--- src/nclm_ram.sv ---
// ----------------------------------------------------------------------------
// nclm_ram
// generic single-write, single-read ram with registered read data
// ----------------------------------------------------------------------------
module nclm_ram #(
  parameter int WIDTH = 8,
  parameter int DEPTH = 16,
  localparam int AW = $clog2(DEPTH)
) (
  input  logic             clk,
  input  logic             we,
  input  logic [AW-1:0]    waddr,
  input  logic [WIDTH-1:0] wdata,
  input  logic [AW-1:0]    raddr,
  output logic [WIDTH-1:0] rdata
);

  logic [WIDTH-1:0] mem [DEPTH];
  logic [WIDTH-1:0] rdata_r;

  always_ff @(posedge clk) begin
    if (we) begin
      mem[waddr] <= wdata;
    end
    rdata_r <= mem[raddr];
  end

  assign rdata = rdata_r;

endmodule

--- config.mk ---
export PLATFORM = sky130hd
export DESIGN_NAME = nclm_ram
export DESIGN_NICKNAME = d
export VERILOG_FILES = /design/src/nclm_ram.sv
export SDC_FILE = /design/constraint.sdc
export NUM_CORES = 1
export LEC_CHECK = 0
export BUFFER_PORTS_ARGS = -buffer_cell sky130_fd_sc_hd__buf_2
export CORE_MARGIN = 3
export CORE_UTILIZATION = 54
export DETAILED_ROUTE_END_ITERATION = 8
export PLACE_DENSITY = 0.74
export SETUP_SLACK_MARGIN = 0.15
export SLEW_MARGIN = 20
export SYNTH_ARGS = -nofsm -noshare
export SYNTH_HDL_FRONTEND = slang
export SYNTH_SLANG_ARGS = --single-unit
--- constraint.sdc ---
create_clock -name clk -period 1.76 [get_ports clk]
set_clock_uncertainty 0.1 [all_clocks]
set_input_delay 0.088 -clock clk [delete_from_list [all_inputs] [get_ports clk]]
set_output_delay 0.088 -clock clk [all_outputs]
set_load 0.005 [all_outputs]
==> results of run 1 <==
==> cell type report <==
cell class / instances / area [µm²]
Clock buffer: 20 / 435
Clock inverter: 12 / 151
Fill cell: 526 / 2740
Multi-Input combinational cell: 83 / 1060
Sequential cell: 136 / 4000
Tap cell: 126 / 158
Timing Repair Buffer: 57 / 423
==> where the power goes <==
part           leakage (nW)  switching (mW)  total [mW]  internal, mW
combinational         0.645           0.187       0.352         0.165
sequential             1.22          0.0202        3.64          3.62
clock                 0.285            1.25        3.44          2.19
total                  2.15            1.46        7.43          5.98
==> registers in the layout, indices dropped and copies added, names as in the netlist <==
name / count
mem: 128
rdata: 8
==> worst max-delay path by stage <==
stage                              from                   to  cells past startpoint
floorplan                      waddr[2]  mem[3][0]$_DFFE_PP_                      2
global placement               raddr[0]     rdata[0]$_DFF_P_                      5
detailed placement             raddr[0]     rdata[0]$_DFF_P_                      5
CTS                 mem[5][0]$_DFFE_PP_     rdata[0]$_DFF_P_                      3
global route        mem[1][1]$_DFFE_PP_     rdata[1]$_DFF_P_                      3
finish              mem[6][3]$_DFFE_PP_     rdata[3]$_DFF_P_                      3
==> kinds of logic after synthesis <==
kind of cell / Yosys count
buffers and inverters: 10
multiplexers: 32
AND/OR/NAND/NOR: 35
AO/OA/AOI/OAI: 16
flip-flops: 136
==> worst max-delay path: stages (launching register included) <==
cell,delay [ps]
edfxtp_1,380
mux4_1,520
a22oi_1,270
nand2_1,90
==> Yosys cell counts (2+ instances only) <==
| master | instances |
|---|---|
| buf_2 | 3 |
| a22oi_1 | 16 |
| mux4_1 | 14 |
| nand2b_1 | 2 |
| mux4_2 | 18 |
| nor2_1 | 13 |
| buf_6 | 3 |
| clkdlybuf4s25_2 | 3 |
| nand2_1 | 9 |
| nor3_1 | 4 |
| edfxtp_1 | 128 |
| nand3b_1 | 2 |
| dfxtp_1 | 8 |
==> per-layer routing <==
metal | track usage (%) | up-vias | share of wire [%]
met5 | 0 | - | 0
met1 | 27.1 | 1261 | 41
met4 | 7.69 | 0 | 1.6
met2 | 30.5 | 102 | 51
met3 | 4.54 | 10 | 6.1
li1 | - | 1104 | -
==> metrics by stage <==
step                cell area [µm²]  setup WS, ps
floorplan                      5150           306
global placement               5570           122
detailed placement             5570           125
CTS                            6230           281
global route                   6230           215
finish                         6230           288
==> results.sh, run 1 <==
export IMPL_rsz0062_at_grt="no"
export IMPL_total_power_mw=7.43
export IMPL_cts_repair_resize_count=0
export IMPL_yosysWarnings=0
export IMPL_final_cell_mix="128 x edfxtp_1, 25 x buf_2, 21 x buf_4"
export IMPL_synth_area_top_cells="edfxtp_1 75%, mux4_2 7.9%, mux4_1 7.1%"
export IMPL_synth_adder_area_share_pct=0
export IMPL_drive_above_1_share_pct=32.1
export IMPL_placed_cells=394
export IMPL_drtAntennaViolNets=0
export IMPL_power_leakage_nw=2.15
export IMPL_grt_max_degree=21
export IMPL_post_cts_buffers=0
export IMPL_grt_pass1_wl_mm=15.3
export IMPL_max_vdd_ir_drop_mv=0.645
export IMPL_cts_root_buf="clkbuf_8"
export IMPL_ys_flop_type="edfxtp_1"
export IMPL_cts_buffers=17
export IMPL_synth_edff_count=128
export IMPL_startpoint_type="flop"
export IMPL_die_w_um=104
export IMPL_max_cap_violations=0
export IMPL_antenna_found_initial=0
export IMPL_worstHoldPathCells=3
export IMPL_die_h_um=104
export IMPL_drt_iter0_markers=203
export IMPL_synth_xor_area_share_pct=0
export IMPL_utilization_pct=69.4
export IMPL_routed_wl_mm=9.64
export IMPL_cts_buffer_depth=2
export IMPL_maxSlewHeadroom_pct=73.3
export IMPL_period_minus_slack_ps=1470
export IMPL_hold_viol_final=0
export IMPL_nNetsFinal=313
export IMPL_avgViaCountPerCell=5.71
export IMPL_synth_mux_area_share_pct=15.0
export IMPL_clk_latency_ps=500
export IMPL_start_util_pct=57.3
export IMPL_critPathKind="flop to flop"
export IMPL_gp_congestion=0.750
export IMPL_finalNonFillerCells=434
export IMPL_track_usage_pct=19.5
export IMPL_dieArea_um2=10700
export IMPL_antenna_cells=0
export IMPL_fin_crit_sh_pct=83.6
export IMPL_worstPathArrival_ps=1760
export IMPL_reg2reg_slack_ps=290
export IMPL_cp_max_fo=1
export IMPL_num_rows=34
export IMPL_p_per_area_nw_per_um2=1190
export IMPL_fin_hold_ws_ps=49.6
export IMPL_drt_wirelength_per_cell_um=22.2
export IMPL_port_buffers=25
export IMPL_ff2ff_path_depth=3
export IMPL_ys_seq_area_share_pct=77.8
export IMPL_ys_seq_elements=136
export IMPL_yosysTopAreaCell="edfxtp_1"
export IMPL_synth_compound_area_share_pct=2.33
export IMPL_place_hpwl_mm=6.16
export IMPL_yosysUniqueCellTypes=19
export IMPL_final_common_cell="edfxtp_1"
export IMPL_cts_clk_slew_worst_paths_ps=60
export IMPL_drc=0
export IMPL_avgSynthCellArea_um2=22.5
export IMPL_synthToLayoutAreaGrowth_pct=21.1
export IMPL_grt_overflow=0
export IMPL_netlist_area_leader_share_pct=74.7
export IMPL_max_freq_mhz=679
export IMPL_tightest_slew_ps=400
export IMPL_cts_tree="yes"
export IMPL_yosys_area_share_simple_pct=3.18
export IMPL_finalSetupTns_ps=0
export IMPL_synth_nets=247
export IMPL_finalSetupViolCount=0
export IMPL_crit_required_ps=2050
export IMPL_via_count=2477
export IMPL_min_from="waddr[0]"
export IMPL_r2r_end="rdata[3]$_DFF_P_"
export IMPL_core_region_area_um2=8980
export IMPL_dr_pass1_iters=5
export IMPL_hp_class="input pin to flop"
export IMPL_status="finished clean"
export IMPL_r2r_start="mem[6][3]$_DFFE_PP_"
export IMPL_io_pins=26
export IMPL_slew_viol_final=0
export IMPL_holdPathEnd="mem[0][5]$_DFFE_PP_"
export IMPL_cts_sinks=136
export IMPL_ys_async_sr_fraction_pct=0
export IMPL_endpoint_kind="flop"
export IMPL_syn_area_um2=5150
export IMPL_postCtsHoldBufs=8
export IMPL_htreeDepth=4
export IMPL_synth_top_family_by_area="multiplexers"
export IMPL_grt_pass1_vias=2642
export IMPL_synthCells=229
No activity file was read; power rests on OpenSTA's default activity.
==> inputs of run 2 (changes only) <==
- clock period: 1.76 -> 1.3 ns (I/O delays scaled with it)
==> results.sh, run 2 (synthesis results as in run 1) <==
export IMPL_status="finished with violations"
export IMPL_violations="setup timing"
export IMPL_startpoint_type="flop"
export IMPL_tightest_slew_ps=1060
export IMPL_power_leakage_nw=2.18
export IMPL_dr_pass1_iters=5
export IMPL_start_util_pct=57.3
export IMPL_rsz0062_at_grt="yes"
export IMPL_crit_required_ps=1600
export IMPL_largest_reg_flops=128
export IMPL_postPlaceCellArea_um2=5710
export IMPL_r2r_start="mem[3][0]$_DFFE_PP_"
export IMPL_grt_overflow=0
export IMPL_cts_sinks=136
export IMPL_htreeDepth=4
export IMPL_grt_max_degree=22
export IMPL_antenna_found_initial=0
export IMPL_placed_cells=406
export IMPL_final_common_cell="edfxtp_1"
export IMPL_dieArea_um2=10700
export IMPL_routed_wl_mm=10.5
export IMPL_post_cts_buffers=0
export IMPL_cts_tree="yes"
export IMPL_nNetsFinal=327
export IMPL_grt_pass1_vias=2807
export IMPL_crit_path_cell_trace="mux4_2 > a22oi_2 > nand2_1"
export IMPL_finalNonFillerCells=448
export IMPL_track_usage_pct=20.8
export IMPL_antenna_cells=0
export IMPL_die_w_um=104
export IMPL_clk_latency_ps=520
export IMPL_avgViaCountPerCell=5.86
export IMPL_io_pins=26
export IMPL_slowest_stage="mux4_2"
export IMPL_cts_buffers=17
export IMPL_period_minus_slack_ps=1400
export IMPL_r2r_end="rdata[0]$_DFF_P_"
export IMPL_critPathMaxStageDelay_ps=490
export IMPL_max_cap_violations=0
export IMPL_endpoint_kind="flop"
export IMPL_ff2ff_path_depth=3
export IMPL_max_freq_mhz=712
export IMPL_core_region_area_um2=8980
export IMPL_place_hpwl_mm=6.37
export IMPL_maxSlewHeadroom_pct=29.0
export IMPL_min_from="raddr[2]"
export IMPL_hp_class="input pin to flop"
export IMPL_finalSetupViolCount=8
export IMPL_via_count=2626
export IMPL_drt_wirelength_per_cell_um=23.4
export IMPL_grt_pass1_wl_mm=16.2
export IMPL_cts_root_buf="clkbuf_8"
export IMPL_die_h_um=104
export IMPL_fin_hold_ws_ps=57.0
export IMPL_critPathKind="flop to flop"
export IMPL_drtAntennaViolNets=0
export IMPL_drc=0
export IMPL_drt_iter0_markers=232
export IMPL_num_rows=34
export IMPL_cts_buffer_depth=2
export IMPL_fillers=516
export IMPL_multi_input_area_um2=1100
export IMPL_port_buffers=25
export IMPL_cts_clk_slew_worst_paths_ps=60
export IMPL_worst_slack_ps=-104
export IMPL_p_per_area_nw_per_um2=1570
export IMPL_worstHoldPathCells=4
export IMPL_cp_max_fo=1
export IMPL_reg2reg_slack_ps=-100
export IMPL_hold_viol_final=0
export IMPL_final_cell_mix="128 x edfxtp_1, 32 x mux4_2, 28 x buf_4"
export IMPL_top_register="mem"
export IMPL_worstPathArrival_ps=1710
export IMPL_gp_congestion=0.770
export IMPL_seq_area_um2=4010
export IMPL_holdPathEnd="rdata[7]$_DFF_P_"
export IMPL_drive_above_1_share_pct=44.4
export IMPL_synthToLayoutAreaGrowth_pct=25.1
export IMPL_fin_crit_sh_pct=108
export IMPL_design_area_um2=6440
export IMPL_slew_viol_final=0
export IMPL_max_vdd_ir_drop_mv=0.731
run 2: repair_timing:
| action | CTS | global route |
|---|---|---|
| endpoints found under the setup margin | 9 | 10 |
| pin swaps | 3 | 3 |
| hold buffers | 10 | 0 |
| gates cloned | 0 | 0 |
| gates resized for setup | 7 | 4 |
| hold endpoints to repair | 136 | 0 |
run 2: critical path, delay by kind of cell (launching register included):
kind / cells / cell delay, ps
muxes: 1 / 490
DFF: 1 / 400
and+or+nand+nor: 1 / 70
AOI/OAI and AO/OA: 1 / 230
run 2: power by group:
| group | total [mW] | internal, mW | switching (mW) |
|---|---|---|---|
| registers | 4.93 | 4.90 | 0.0304 |
| logic | 0.572 | 0.279 | 0.293 |
| clock network | 4.63 | 2.76 | 1.86 |
run 2: worst max path at each step:
stage / from / end / slack [ps]
after CTS: mem[3][0]$_DFFE_PP_ / rdata[0]$_DFF_P_ / -100
after detailed placement: raddr[0] / rdata[1]$_DFF_P_ / -300
after floorplan: waddr[2] / mem[0][0]$_DFFE_PP_ / 2
after global routing: mem[0][1]$_DFFE_PP_ / rdata[1]$_DFF_P_ / -140
final: mem[3][0]$_DFFE_PP_ / rdata[0]$_DFF_P_ / -100
after global placement: raddr[0] / rdata[1]$_DFF_P_ / -260
run 2: per-stage QoR:
| step | util, % | TNS (ps) | power [mW] | setup WS [ps] |
|---|---|---|---|---|
| floorplan | - | 0 | 5.30 | 1.88 |
| finish | 71.8 | -561 | 10.1 | -104 |
| global route | 71.8 | -806 | 10.4 | -135 |
| CTS | 71.6 | -558 | 10.2 | -98.6 |
| global placement | 63.6 | -2850 | 5.53 | -263 |
| detailed placement | 63.6 | -4200 | 5.54 | -295 |
run 2: area by class of cell:
class	instances	share of cell area, %
Tap cell	126	2.45
Multi-Input combinational cell	83	17.0
Sequential cell	136	62.2
Clock buffer	17	6.43
Clock inverter	15	2.56
Timing Repair Buffer	71	9.34
run 2: metal layers:
layer	global-route usage, %	vias up	routed length, µm
met5	0	-	0
met4	8.74	0	178
met3	5.41	21	656
met2	33.7	122	5330
met1	27.2	1358	4310
li1	-	1125	-
